===== config.mk =====
export PLATFORM = sky130hd
export DESIGN_NAME = double_threshold_trigger_flat
export DESIGN_NICKNAME = d
export VERILOG_FILES = /design/src/rtl/dtt_pkg.sv /design/src/rtl/dtt_if.sv /design/src/rtl/double_threshold_trigger.sv /design/src/flat_wrapper.sv
export VERILOG_INCLUDE_DIRS = /design/src /design/src/rtl
export SDC_FILE = /design/constraint.sdc
export NUM_CORES = 1
export LEC_CHECK = 0
export BUFFER_PORTS_ARGS = -buffer_cell sky130_fd_sc_hd__buf_2
export CORE_MARGIN = 2
export CORE_UTILIZATION = 51
export CTS_BUF_LIST = sky130_fd_sc_hd__clkbuf_4
export CTS_CLUSTER_DIAMETER = 150
export DETAILED_ROUTE_END_ITERATION = 8
export PLACE_DENSITY = 0.65
export SLEW_MARGIN = 20
export SYNTH_ARGS = -nofsm -noshare
export SYNTH_HDL_FRONTEND = slang
export SYNTH_SLANG_ARGS = --single-unit

===== constraint.sdc =====
create_clock -name clk -period 22.9 [get_ports clk]
set_input_delay 0 -clock clk [delete_from_list [all_inputs] [get_ports clk]]
set_output_delay 0 -clock clk [all_outputs]
set_load 0.01 [all_outputs]

===== src/rtl/double_threshold_trigger_assert.svh =====
// assertion macros for the double threshold trigger
`ifndef DOUBLE_THRESHOLD_TRIGGER_ASSERT_SVH
`define DOUBLE_THRESHOLD_TRIGGER_ASSERT_SVH

// same-cycle implication, checked outside reset
`define DTT_ASSERT_NOW(lbl, clk, rstn, a, c) \
	lbl: assert property (@(posedge clk) disable iff (!(rstn)) (a) |-> (c)) \
		else $error("dtt assertion failed");

// next-cycle implication, checked outside reset
`define DTT_ASSERT_NEXT(lbl, clk, rstn, a, c) \
	lbl: assert property (@(posedge clk) disable iff (!(rstn)) (a) |=> (c)) \
		else $error("dtt assertion failed");

`endif


===== src/rtl/dtt_pkg.sv =====
// shared constants for the double threshold trigger
package dtt_pkg;

	localparam int CFG_IDX_BITS = 3;

	typedef logic [CFG_IDX_BITS-1:0] cfg_idx_t;
	typedef logic [1:0] phase_t;

	localparam cfg_idx_t REG_UPPER    = 3'd0;
	localparam cfg_idx_t REG_LOWER    = 3'd1;
	localparam cfg_idx_t REG_PRE      = 3'd2;
	localparam cfg_idx_t REG_POST     = 3'd3;
	localparam cfg_idx_t REG_DEBOUNCE = 3'd4;
	localparam cfg_idx_t REG_MIN_RUN  = 3'd5;
	localparam cfg_idx_t REG_MAX_WIN  = 3'd6;
	localparam cfg_idx_t REG_REC_LEN  = 3'd7;

	localparam phase_t PH_IDLE     = 2'd0;
	localparam phase_t PH_DEBOUNCE = 2'd1;
	localparam phase_t PH_UPPER    = 2'd2;
	localparam phase_t PH_LOWER    = 2'd3;

endpackage


===== src/rtl/dtt_if.sv =====
// stream and configuration channel interfaces for the double threshold trigger

interface dtt_sample_if #(parameter int SAMPLE_BITS = 16);
	logic                          valid;
	logic                          ready;
	logic signed [SAMPLE_BITS-1:0] sample;
	logic                          record_start;
	modport source (output valid, sample, record_start, input ready);
	modport sink (input valid, sample, record_start, output ready);
endinterface

interface dtt_window_if #(parameter int INDEX_BITS = 16);
	logic                  valid;
	logic                  ready;
	logic [INDEX_BITS-1:0] window_start;
	logic [INDEX_BITS-1:0] window_end;
	logic [INDEX_BITS-1:0] window_number;
	logic                  limit_reached;
	modport source (output valid, window_start, window_end, window_number, limit_reached,
		input ready);
	modport sink (input valid, window_start, window_end, window_number, limit_reached,
		output ready);
endinterface

interface dtt_cfg_if #(parameter int DATA_BITS = 17, parameter int IDX_BITS = 3);
	logic                 valid;
	logic                 ready;
	logic [IDX_BITS-1:0]  index;
	logic [DATA_BITS-1:0] data;
	modport source (output valid, index, data, input ready);
	modport sink (input valid, index, data, output ready);
endinterface


===== src/rtl/double_threshold_trigger.sv =====
// double threshold trigger: a sample passes the input register and then the result register before its window transfer
// throughput one sample per cycle; input register, one logic level, result register
// the result register stalls the input register only while a window waits on the output
// asynchronous active-low reset clears the configuration registers to their defaults (record length
// at its maximum) and all running state; the first sample after reset is index 0
module double_threshold_trigger import dtt_pkg::*; #(
	parameter int SAMPLE_BITS = 16,
	parameter int INDEX_BITS  = 16
) (
	input logic         clk,
	input logic         arst_n,
	dtt_sample_if.sink  samples,
	dtt_window_if.source windows,
	dtt_cfg_if.sink     cfg
);

	localparam int IB = INDEX_BITS;
	localparam int SB = SAMPLE_BITS;

	// configuration registers
	logic signed [SB-1:0] upper_q, lower_q;
	logic [IB-1:0]        pre_q, post_q, min_run_q, max_win_q;
	logic                 debounce_q;
	logic [IB:0]          rec_len_q;

	// input register
	logic                 valid_s1;
	logic signed [SB-1:0] sample_s1;
	logic                 rs_s1;

	// running state
	logic signed [SB-1:0] prev_q;
	logic                 have_prev_q;
	logic [IB:0]          pos_q;
	phase_t               phase_q;
	logic [IB-1:0]        run_q;
	logic [IB-1:0]        pend_q;
	logic                 have_emit_q;
	logic [IB-1:0]        emit_end_q;
	logic [IB-1:0]        count_q;
	logic                 halted_q;

	// result register
	logic          out_valid_q;
	logic [IB-1:0] wstart_q, wend_q, wnum_q;
	logic          limit_q;

	logic advance;

	// values of the running state after an optional record restart
	logic signed [SB-1:0] e_prev;
	logic                 e_have_prev;
	logic [IB:0]          e_pos;
	phase_t               e_phase;
	logic [IB-1:0]        e_run, e_pend, e_emit_end, e_count;
	logic                 e_have_emit, e_halted;

	logic [IB:0]   len_eff, len_m1;
	logic          skip, last_smp;
	logic [IB-1:0] p;
	logic          above_up, above_lo, prev_le;
	logic [IB:0]   run_inc;
	phase_t        phase_mid, phase_n;
	logic [IB-1:0] run_n, pend_n;
	logic          close_early, do_close, emit;
	logic [IB-1:0] close_idx;
	logic [IB+1:0] end_sum;
	logic [IB-1:0] end_v, count_inc;
	logic          limit;

	assign advance = valid_s1 && (!out_valid_q || windows.ready);
	assign samples.ready = !valid_s1 || advance;
	assign cfg.ready = 1'b1;

	always_comb begin
		e_prev      = rs_s1 ? '0 : prev_q;
		e_have_prev = rs_s1 ? 1'b0 : have_prev_q;
		e_pos       = rs_s1 ? '0 : pos_q;
		e_phase     = rs_s1 ? PH_IDLE : phase_q;
		e_run       = rs_s1 ? '0 : run_q;
		e_pend      = rs_s1 ? '0 : pend_q;
		e_have_emit = rs_s1 ? 1'b0 : have_emit_q;
		e_emit_end  = rs_s1 ? '0 : emit_end_q;
		e_count     = rs_s1 ? '0 : count_q;
		e_halted    = rs_s1 ? 1'b0 : halted_q;
	end

	always_comb begin
		// lengths beyond the index range act as the full range
		len_eff = rec_len_q[IB] ? {1'b1, {IB{1'b0}}} : rec_len_q;
		len_m1 = len_eff - 1'b1;
		skip = e_halted || (e_pos >= len_eff);
		last_smp = (e_pos == len_m1);
		p = e_pos[IB-1:0];
		above_up = sample_s1 > upper_q;
		above_lo = sample_s1 > lower_q;
		prev_le = e_prev <= upper_q;
		run_inc = {1'b0, e_run} + 1'b1;

		phase_mid = e_phase;
		run_n = e_run;
		pend_n = e_pend;
		close_early = 1'b0;
		case (e_phase)
			PH_IDLE: begin
				if (e_have_prev && prev_le && above_up) begin
					pend_n = (p > pre_q) ? p - pre_q : '0;
					if (debounce_q) begin
						run_n = {{(IB-1){1'b0}}, 1'b1};
						phase_mid = ({{IB{1'b0}}, 1'b1} >= {1'b0, min_run_q}) ? PH_LOWER
							: PH_DEBOUNCE;
					end else begin
						phase_mid = PH_UPPER;
					end
				end
			end
			PH_DEBOUNCE: begin
				if (above_up) begin
					run_n = run_inc[IB-1:0];
					if (run_inc >= {1'b0, min_run_q})
						phase_mid = PH_LOWER;
				end else begin
					phase_mid = PH_IDLE;
				end
			end
			PH_UPPER: begin
				if (!above_up) begin
					if (above_lo)
						phase_mid = PH_LOWER;
					else
						close_early = 1'b1;
				end
			end
			default: begin
				if (!above_lo)
					close_early = 1'b1;
			end
		endcase

		// at most one close per sample: an early close leaves the phase idle
		do_close = !skip && (close_early ||
			(last_smp && (phase_mid == PH_UPPER || phase_mid == PH_LOWER)));
		close_idx = close_early ? p - 1'b1 : p;
		end_sum = {2'b00, close_idx} + {2'b00, post_q};
		end_v = (end_sum > {1'b0, len_m1}) ? len_m1[IB-1:0] : end_sum[IB-1:0];
		emit = do_close && (!e_have_emit || pend_n > e_emit_end);
		count_inc = e_count + 1'b1;
		limit = (max_win_q != '0) && (count_inc >= max_win_q);

		phase_n = (close_early || last_smp) ? PH_IDLE : phase_mid;
	end

	always_ff @(posedge clk or negedge arst_n) begin
		if (!arst_n) begin
			upper_q <= '0;
			lower_q <= '0;
			pre_q <= '0;
			post_q <= '0;
			debounce_q <= 1'b0;
			min_run_q <= '0;
			max_win_q <= '0;
			rec_len_q <= {1'b1, {IB{1'b0}}};
		end else if (cfg.valid && cfg.ready) begin
			case (cfg.index)
				REG_UPPER:    upper_q <= cfg.data[SB-1:0];
				REG_LOWER:    lower_q <= cfg.data[SB-1:0];
				REG_PRE:      pre_q <= cfg.data[IB-1:0];
				REG_POST:     post_q <= cfg.data[IB-1:0];
				REG_DEBOUNCE: debounce_q <= cfg.data[0];
				REG_MIN_RUN:  min_run_q <= cfg.data[IB-1:0];
				REG_MAX_WIN:  max_win_q <= cfg.data[IB-1:0];
				REG_REC_LEN:  rec_len_q <= cfg.data[IB:0];
				default: ;
			endcase
		end
	end

	always_ff @(posedge clk or negedge arst_n) begin
		if (!arst_n)
			valid_s1 <= 1'b0;
		else if (samples.ready)
			valid_s1 <= samples.valid;
	end

	always_ff @(posedge clk) begin
		if (samples.valid && samples.ready) begin
			sample_s1 <= samples.sample;
			rs_s1 <= samples.record_start;
		end
	end

	always_ff @(posedge clk or negedge arst_n) begin
		if (!arst_n) begin
			prev_q <= '0;
			have_prev_q <= 1'b0;
			pos_q <= '0;
			phase_q <= PH_IDLE;
			run_q <= '0;
			pend_q <= '0;
			have_emit_q <= 1'b0;
			emit_end_q <= '0;
			count_q <= '0;
			halted_q <= 1'b0;
		end else if (advance) begin
			if (skip) begin
				// ignored sample: only a record restart takes effect
				prev_q <= e_prev;
				have_prev_q <= e_have_prev;
				pos_q <= e_pos;
				phase_q <= e_phase;
				run_q <= e_run;
				pend_q <= e_pend;
				have_emit_q <= e_have_emit;
				emit_end_q <= e_emit_end;
				count_q <= e_count;
				halted_q <= e_halted;
			end else begin
				prev_q <= sample_s1;
				have_prev_q <= 1'b1;
				pos_q <= e_pos + 1'b1;
				phase_q <= phase_n;
				run_q <= run_n;
				pend_q <= pend_n;
				have_emit_q <= e_have_emit || emit;
				emit_end_q <= emit ? end_v : e_emit_end;
				count_q <= emit ? count_inc : e_count;
				halted_q <= emit && limit;
			end
		end
	end

	always_ff @(posedge clk or negedge arst_n) begin
		if (!arst_n)
			out_valid_q <= 1'b0;
		else if (advance)
			out_valid_q <= emit;
		else if (windows.ready)
			out_valid_q <= 1'b0;
	end

	always_ff @(posedge clk) begin
		if (advance && emit) begin
			wstart_q <= pend_n;
			wend_q <= end_v;
			wnum_q <= e_count;
			limit_q <= limit;
		end
	end

	assign windows.valid = out_valid_q;
	assign windows.window_start = wstart_q;
	assign windows.window_end = wend_q;
	assign windows.window_number = wnum_q;
	assign windows.limit_reached = limit_q;

`include "double_threshold_trigger_assert.svh"

	`DTT_ASSERT_NOW(a_halt_idle, clk, arst_n, halted_q, phase_q == PH_IDLE)
	`DTT_ASSERT_NOW(a_no_overrun, clk, arst_n, out_valid_q && !windows.ready, !advance)
	`DTT_ASSERT_NOW(a_start_le_end, clk, arst_n, out_valid_q, wstart_q <= wend_q)
	`DTT_ASSERT_NEXT(a_count_moves, clk, arst_n, advance && emit, count_q != '0)

endmodule

===== src/flat_wrapper.sv =====
// flat-port wrapper written by rule: the top's interface ports become plain ports
module double_threshold_trigger_flat import dtt_pkg::*;
#(
	parameter int SAMPLE_BITS = 16,
	parameter int INDEX_BITS  = 16
)
  (clk, arst_n, samples_valid, samples_sample, samples_record_start, samples_ready, windows_valid, windows_window_start, windows_window_end, windows_window_number, windows_limit_reached, windows_ready, cfg_valid, cfg_index, cfg_data, cfg_ready);
  dtt_sample_if #(.SAMPLE_BITS(SAMPLE_BITS)) samples_i ();
  dtt_window_if #(.INDEX_BITS(INDEX_BITS)) windows_i ();
  dtt_cfg_if cfg_i ();
  input logic clk;
  input logic arst_n;
  input wire logic [$bits(samples_i.valid)-1:0] samples_valid;
  input wire logic [$bits(samples_i.sample)-1:0] samples_sample;
  input wire logic [$bits(samples_i.record_start)-1:0] samples_record_start;
  output wire logic [$bits(samples_i.ready)-1:0] samples_ready;
  output wire logic [$bits(windows_i.valid)-1:0] windows_valid;
  output wire logic [$bits(windows_i.window_start)-1:0] windows_window_start;
  output wire logic [$bits(windows_i.window_end)-1:0] windows_window_end;
  output wire logic [$bits(windows_i.window_number)-1:0] windows_window_number;
  output wire logic [$bits(windows_i.limit_reached)-1:0] windows_limit_reached;
  input wire logic [$bits(windows_i.ready)-1:0] windows_ready;
  input wire logic [$bits(cfg_i.valid)-1:0] cfg_valid;
  input wire logic [$bits(cfg_i.index)-1:0] cfg_index;
  input wire logic [$bits(cfg_i.data)-1:0] cfg_data;
  output wire logic [$bits(cfg_i.ready)-1:0] cfg_ready;
  assign samples_i.valid = samples_valid;
  assign samples_i.sample = samples_sample;
  assign samples_i.record_start = samples_record_start;
  assign samples_ready = samples_i.ready;
  assign windows_valid = windows_i.valid;
  assign windows_window_start = windows_i.window_start;
  assign windows_window_end = windows_i.window_end;
  assign windows_window_number = windows_i.window_number;
  assign windows_limit_reached = windows_i.limit_reached;
  assign windows_i.ready = windows_ready;
  assign cfg_i.valid = cfg_valid;
  assign cfg_i.index = cfg_index;
  assign cfg_i.data = cfg_data;
  assign cfg_ready = cfg_i.ready;
  double_threshold_trigger #(.SAMPLE_BITS(SAMPLE_BITS), .INDEX_BITS(INDEX_BITS)) u_core (.clk(clk), .arst_n(arst_n), .samples(samples_i), .windows(windows_i), .cfg(cfg_i));
endmodule

## Yosys cells after proc, flatten, opt, wreduce, memory -nomap -nowiden

Index checks and enable logic that the tools add are counted.

| cells by class | value |
|---|---|
| $add $sub $neg | 7 |
| equal/unequal tests | 12 |
| order comparisons | 10 |
| muxes and demuxes | 46 |
| reduce and logical (&&, ||, !) cells | 35 |

Operators with widths:

| kind | count |
|---|---|
| 2-to-1 mux 16 bit | 20 |
| > comparator 16 bit | 4 |
| 2-to-1 mux 17 bit | 3 |
| case mux 16 bit (2 select lines) | 1 |
| 2-to-1 mux 2 bit | 10 |
| > comparator 18 x 17 -> 1 bit | 1 |
| adder 16 x 1 -> 17 bit (second input constant) | 1 |
| adder 16 x 16 -> 17 bit | 1 |
| adder 17 x 1 -> 17 bit (second input constant) | 1 |
| equality test 17 bit | 1 |
| >= comparator 17 x 16 -> 1 bit | 1 |
| >= comparator 17 bit | 1 |
| subtractor 17 x 1 -> 17 bit (second input constant) | 1 |
| adder 16 x 1 -> 16 bit (second input constant) | 1 |
| >= comparator 1 x 16 -> 1 bit (first input constant) | 1 |
| >= comparator 16 bit | 1 |
| <= comparator 16 bit | 1 |
| AND reduction 2 bit | 8 |
| nonzero test 16 bit | 1 |
| subtractor 16 x 1 -> 16 bit (second input constant) | 1 |
| subtractor 16 bit | 1 |
| equality test 3 bit (second input constant) | 4 |
| logical AND 1 bit | 10 |
| 2-to-1 mux 1 bit | 10 |
| other kinds (12) | 25 |

| word-level totals | value |
|---|---|
| bits in registers | 284 |

## Longest topological paths before layout

| logic depth | value |
|---|---|
| word-level depth | 14 |
| mapped depth | 32 |
| depth with buffers taken out | 30 |

## Worst setup path after synthesis

Ideal clock, no wire load.

| timing path | value |
|---|---|
| kind | register to register |
| from | reg u_core.rs_s1 |
| to | reg u_core.limit_q, in the netlist u_core.windows.limit_reached, enable pin |
| library setup time | 0.382 ns |
| slack | 15.414 ns |
| period minus slack after synthesis | 7.486 ns |
| arrival time | 7.104 ns |
| buffers on the path | 9 |
| cell stages (with the launch flop) | 30 |
| required time | 22.518 ns |
| path through | edfxtp_1 -> clkbuf_1 -> clkbuf_1 -> clkbuf_1 -> clkbuf_1 -> buf_1 -> clkbuf_1 -> nor2b_1 -> ha_1 -> a21o_1 -> a21oi_1 -> a21boi_0 -> o2111ai_1 -> a311oi_1 -> nand3_1 -> nor3_1 -> clkbuf_1 -> a22o_1 -> ha_1 -> nand4_1 -> nor3_1 -> o211ai_1 -> a21oi_1 -> o21ai_0 -> a211oi_1 -> and2_1 -> clkbuf_1 -> nand3_4 -> buf_2 -> inv_2 |

RTL lines:

| item | RTL line | text |
|---|---|---|
| from (decl) | double_threshold_trigger.sv:29 | `logic rs_s1;` |
| from (signal assigned) | double_threshold_trigger.sv:188 | `rs_s1 <= samples.record_start;` |
| 2-to-1 mux 16 bit | double_threshold_trigger.sv:76 | `e_prev = rs_s1 ? '0 : prev_q;` |
| <= comparator 16 bit | double_threshold_trigger.sv:97 | `prev_le = e_prev <= upper_q;` |
| logical AND 1 bit (2 in series) | double_threshold_trigger.sv:106 | `if (e_have_prev && prev_le && above_up) begin` |
| 2-to-1 mux 16 bit | double_threshold_trigger.sv:106 |  |
| 2-to-1 mux 16 bit (*) | double_threshold_trigger.sv:104 | `case (e_phase)` |
| net u_core.pend_n[13] | double_threshold_trigger.sv:64 | `logic [IB-1:0] run_n, pend_n;` |
| > comparator 16 bit (*) | double_threshold_trigger.sv:146 | `emit = do_close && (!e_have_emit \|\| pend_n > e_emit_end);` |
| logical OR 1 bit (*) | double_threshold_trigger.sv:146 |  |
| logical AND 1 bit (*) | double_threshold_trigger.sv:146 |  |
| logical AND 1 bit (*) | double_threshold_trigger.sv:242 | `if (advance && emit) begin` |
| to (signal assigned) | double_threshold_trigger.sv:246 | `limit_q <= limit;` |
| to (decl) | double_threshold_trigger.sv:46 | `logic limit_q;` |

The timed path passes the listed nets; every way through them passes the cells marked *.
A chain may end at the register's enable or synchronous reset.

## Worst setup path in the final report

| timing path | value |
|---|---|
| from | reg u_core.rs_s1 |
| to | reg u_core.wstart_q[3], in the netlist u_core.windows.window_start[3], enable pin |

RTL lines:

| item | RTL line | text |
|---|---|---|
| 2-to-1 mux 16 bit | double_threshold_trigger.sv:76 |  |
| <= comparator 16 bit | double_threshold_trigger.sv:97 |  |
| logical AND 1 bit (2 in series) | double_threshold_trigger.sv:106 |  |
| 2-to-1 mux 16 bit | double_threshold_trigger.sv:106 |  |
| 2-to-1 mux 16 bit (*) | double_threshold_trigger.sv:104 |  |
| net u_core.pend_n[14] | double_threshold_trigger.sv:64 |  |
| > comparator 16 bit (*) | double_threshold_trigger.sv:146 |  |
| logical OR 1 bit (*) | double_threshold_trigger.sv:146 |  |
| logical AND 1 bit (*) | double_threshold_trigger.sv:146 |  |
| logical AND 1 bit (*) | double_threshold_trigger.sv:242 |  |
| to (signal assigned) | double_threshold_trigger.sv:243 | `wstart_q <= pend_n;` |
| to (decl) | double_threshold_trigger.sv:45 | `logic [IB-1:0] wstart_q, wend_q, wnum_q;` |

Marks and branches as above.

==> impl_metrics.env <==
export IMPL_run_status="completed"
export IMPL_grt_pass1_vias=15000
export IMPL_hold_depth=4
export IMPL_synthMostInstantiatedCell="dfrtp_1"
export IMPL_setup_ws_ns=15.25
export IMPL_required_ns=23.26
export IMPL_worstPathCellList="buf_4 > inv_2 > nand2_1 > inv_1 > ha_1 > a21o_1 > a21o_1 > a21oi_1 > o21ai_0 > a21oi_1 > o31a_1 > nor3_1 > buf_4 > a22o_1 > ha_1 > nand4_1 > nor3_1 > o211ai_1 > a21oi_1 > o21ai_0 > a211oi_1 > and2_1 > nand3_4 > clkinv_2"
export IMPL_place_congestion=0.938
export IMPL_drtIter0Drc=1082
export IMPL_cts_sinks=284
export IMPL_via_per_inst=5.90
export IMPL_synth_area_per_cell_um2=9.77
export IMPL_hpwl_mm=36.9
export IMPL_insertion_delay_ns=0.77
export IMPL_nFillCells=3093
export IMPL_relSlewSlack_pct=31.5
export IMPL_hold_path_class="in2reg"
export IMPL_switching_power_mw=0.593
export IMPL_yosys_area_top_type="dfrtp_1"
export IMPL_combPwrFrac_pct=32.3
export IMPL_vias=15100
export IMPL_yosys_most_used_dff="dfrtp_1"
export IMPL_cp_data_arrival_time_ns=8.01
export IMPL_placed_cells=2344
export IMPL_die_w_um=193
export IMPL_min_period_over_period_pct=33.4
export IMPL_synth_edf_count=66
export IMPL_grt_max_degree=87
export IMPL_pin_count=94
export IMPL_startpoint_type="flop"
export IMPL_core_um2=35300
export IMPL_crit_path_end_kind="flop"
export IMPL_drc_errors=0
export IMPL_rsz0062_at_grt="false"
export IMPL_r2r_start="u_core.rs_s1"
export IMPL_routed_wl_mm=52.7
export IMPL_ant_nets=0
export IMPL_p_total_mw=1.65
export IMPL_grt_pass1_wl_mm=82.5
export IMPL_rows=69
export IMPL_die_h_um=193
export IMPL_place_ws_ns=15.18
export IMPL_layout_nets=2247
export IMPL_power_density_nw_per_um2=79.1
export IMPL_syn_inst=1859
export IMPL_port_buffers=92
export IMPL_crit_top_cell="a21oi_1"
export IMPL_synthTopCellsByCount="dfrtp_1, nand2_1, ha_1"
export IMPL_syn_to_final_growth_pct=14.6
export IMPL_final_setup_viol_count=0
export IMPL_fmax_mhz=131
export IMPL_leakagePower_nw=9.64
export IMPL_cts_buffer_depth=3
export IMPL_ys_seq_area_share_pct=40.9
export IMPL_drtPass1Iterations=6
export IMPL_synthTopCellsByArea="dfrtp_1, ha_1, edfxtp_1, mux2_2, nand2_1"
export IMPL_cp_slowest_cell="clkinv_2"
export IMPL_finalSetupTns_ns=0
export IMPL_ff2ff_path_depth=24
export IMPL_final_cells=2563
export IMPL_cp_max_fo=49
export IMPL_crit_type="reg2reg"
export IMPL_htreeDepth=3
export IMPL_clock_skew_ns=0.0576
export IMPL_synth_fp_nets=2070
export IMPL_finalHoldViolCount=0
export IMPL_die_area_um2=37100
export IMPL_routedWlPerCell_um=20.6
export IMPL_ir_drop_v=0.0000439
export IMPL_swShare_pct=36.0
export IMPL_hold_end="u_core.windows.valid"
export IMPL_fin_area_um2=20800
export IMPL_power_frac_clock_pct=29.2
export IMPL_slew_viol_final=0
export IMPL_min_period_ns=7.65
export IMPL_sequentialPowerShare_pct=38.5
export IMPL_drive_gt1_share_pct=16.4
export IMPL_utilization_pct=58.9
export IMPL_async_flop_share_pct=76.8
export IMPL_largestRegisters="u_core.pos_q: 17 flops, u_core.rec_len_q: 17 flops"
export IMPL_hold_slack_ns=0.103
export IMPL_maxCapViolCount=0
export IMPL_placed_area_um2=19000
export IMPL_r2r_slack_ns=15.25
export IMPL_worst_path_stages=24
export IMPL_worst_pin_slew_ns=1.03
export IMPL_tritoncts="done"
export IMPL_crit_family="compound AO/OA/AOI/OAI gates"
export IMPL_overflow=0
export IMPL_p_int_mw=1.05
export IMPL_netlist_area_um2=18200
export IMPL_clk_pin_slew_ns=0.07
export IMPL_r2r_end="u_core.windows.window_start[3]"
export IMPL_cts_resized=0
export IMPL_track_usage_pct=29.1
export IMPL_crit_buf_inv=5
export IMPL_antenna_found_initial=1
export IMPL_worst_path_largest_cell_delay_ns=0.79
export IMPL_yosysWarnings=0
export IMPL_ys_ff_latch=284
export IMPL_synth_top_area_share_pct=29.9
export IMPL_synthDistinctLibCells=78
export IMPL_initial_core_util_pct=51.4
export IMPL_numCtsBuffers=79
export IMPL_clock_root_buffer="clkbuf_4"
export IMPL_min_from="windows_ready"
==> repair_timing <==
item | CTS | global route
hold endpoints to repair | 221 | 0
buffers inserted | 0 | 0
hold buffers | 71 | 0
==> power by group through the flow <==
stage          combinational [mW]  sequential (mW)  clock [mW]
5_1_grt                     0.590            0.641       0.522
6_report                    0.531            0.634       0.481
3_5_place_dp                0.510            0.641           0
3_3_place_gp                0.497            0.639           0
2_1_floorplan               0.372            0.619           0
4_1_cts                     0.525            0.632       0.494
==> worst reg2reg max path: cells and delay by family, from the launching register on <==
| kind | cells | cell delay (ns) |
|---|---|---|
| AOI/OAI and AO/OA | 11 | 2.29 |
| buffers and inverters | 5 | 2.20 |
| DFF | 1 | 0.36 |
| adders and majority gates | 2 | 0.61 |
| and+or+nand+nor | 6 | 1.78 |
==> final cells by class <==
type                    count  area (um2)  share of cell area (%)
diodes                      1        2.50                  0.0120
clock buffers             124         931                    4.47
clock inverters            22         113                   0.541
inverters                 136         512                    2.46
multi-input cells        1356        9910                    47.6
flip-flops and latches    284        7440                    35.7
well taps                 461         577                    2.77
repair buffers            179        1320                    6.36
==> routing by layer <==
layer  vias up  global-route usage (%)  share of wire, %  routed length, um
li1       7133                       -                 -                  -
met1      7341                    39.2                45              23500
met2       543                    46.2                46              24000
met3        94                    5.26               6.6               3500
met4         0                    12.0               3.2               1690
met5         -                       0                 0                  0
==> kinds of logic (layout without fill, tap and decap cells) <==
kind of cell	count (synthesis)	after routing	synth area share (%)
AOI/OAI and AO/OA	395	395	14.7
xor gates and xnor gates	88	88	4.24
adders and majority gates	169	169	11.7
buffers and inverters	219	461	4.70
DFF	284	284	40.9
muxes	112	112	6.83
other	1	2	0.0206
and+or+nand+nor	591	591	16.8
==> worst max-delay path by stage <==
stage / startpoint / end / slack (ns)
finish: u_core.rs_s1 / u_core.windows.window_start[3] / 15.25
global route: u_core.rs_s1 / u_core.windows.window_number[13] / 14.76
CTS: u_core.rs_s1 / u_core.windows.window_start[3] / 15.16
detailed placement: u_core.rs_s1 / u_core.windows.window_number[13] / 15.18
global placement: u_core.rs_s1 / u_core.windows.limit_reached / 15.55
floorplan: u_core.rs_s1 / u_core.windows.limit_reached / 15.41
==> cells in the final DEF (no fill, tap or decap), types with 42 or more instances in the layout <==
cell,count
clkbuf_4,124
a21oi_1,66
xor2_1,42
edfxtp_1,66
o21ai_0,104
nand2_1,172
nor2b_1,59
nor2_1,83
dlygate4sd3_1,70
mux2_2,77
dfrtp_1,217
a22o_1,48
buf_2,91
ha_1,167
inv_1,130
xnor2_1,46
nand3_1,49
No activity file was read; power rests on OpenSTA's default activity.
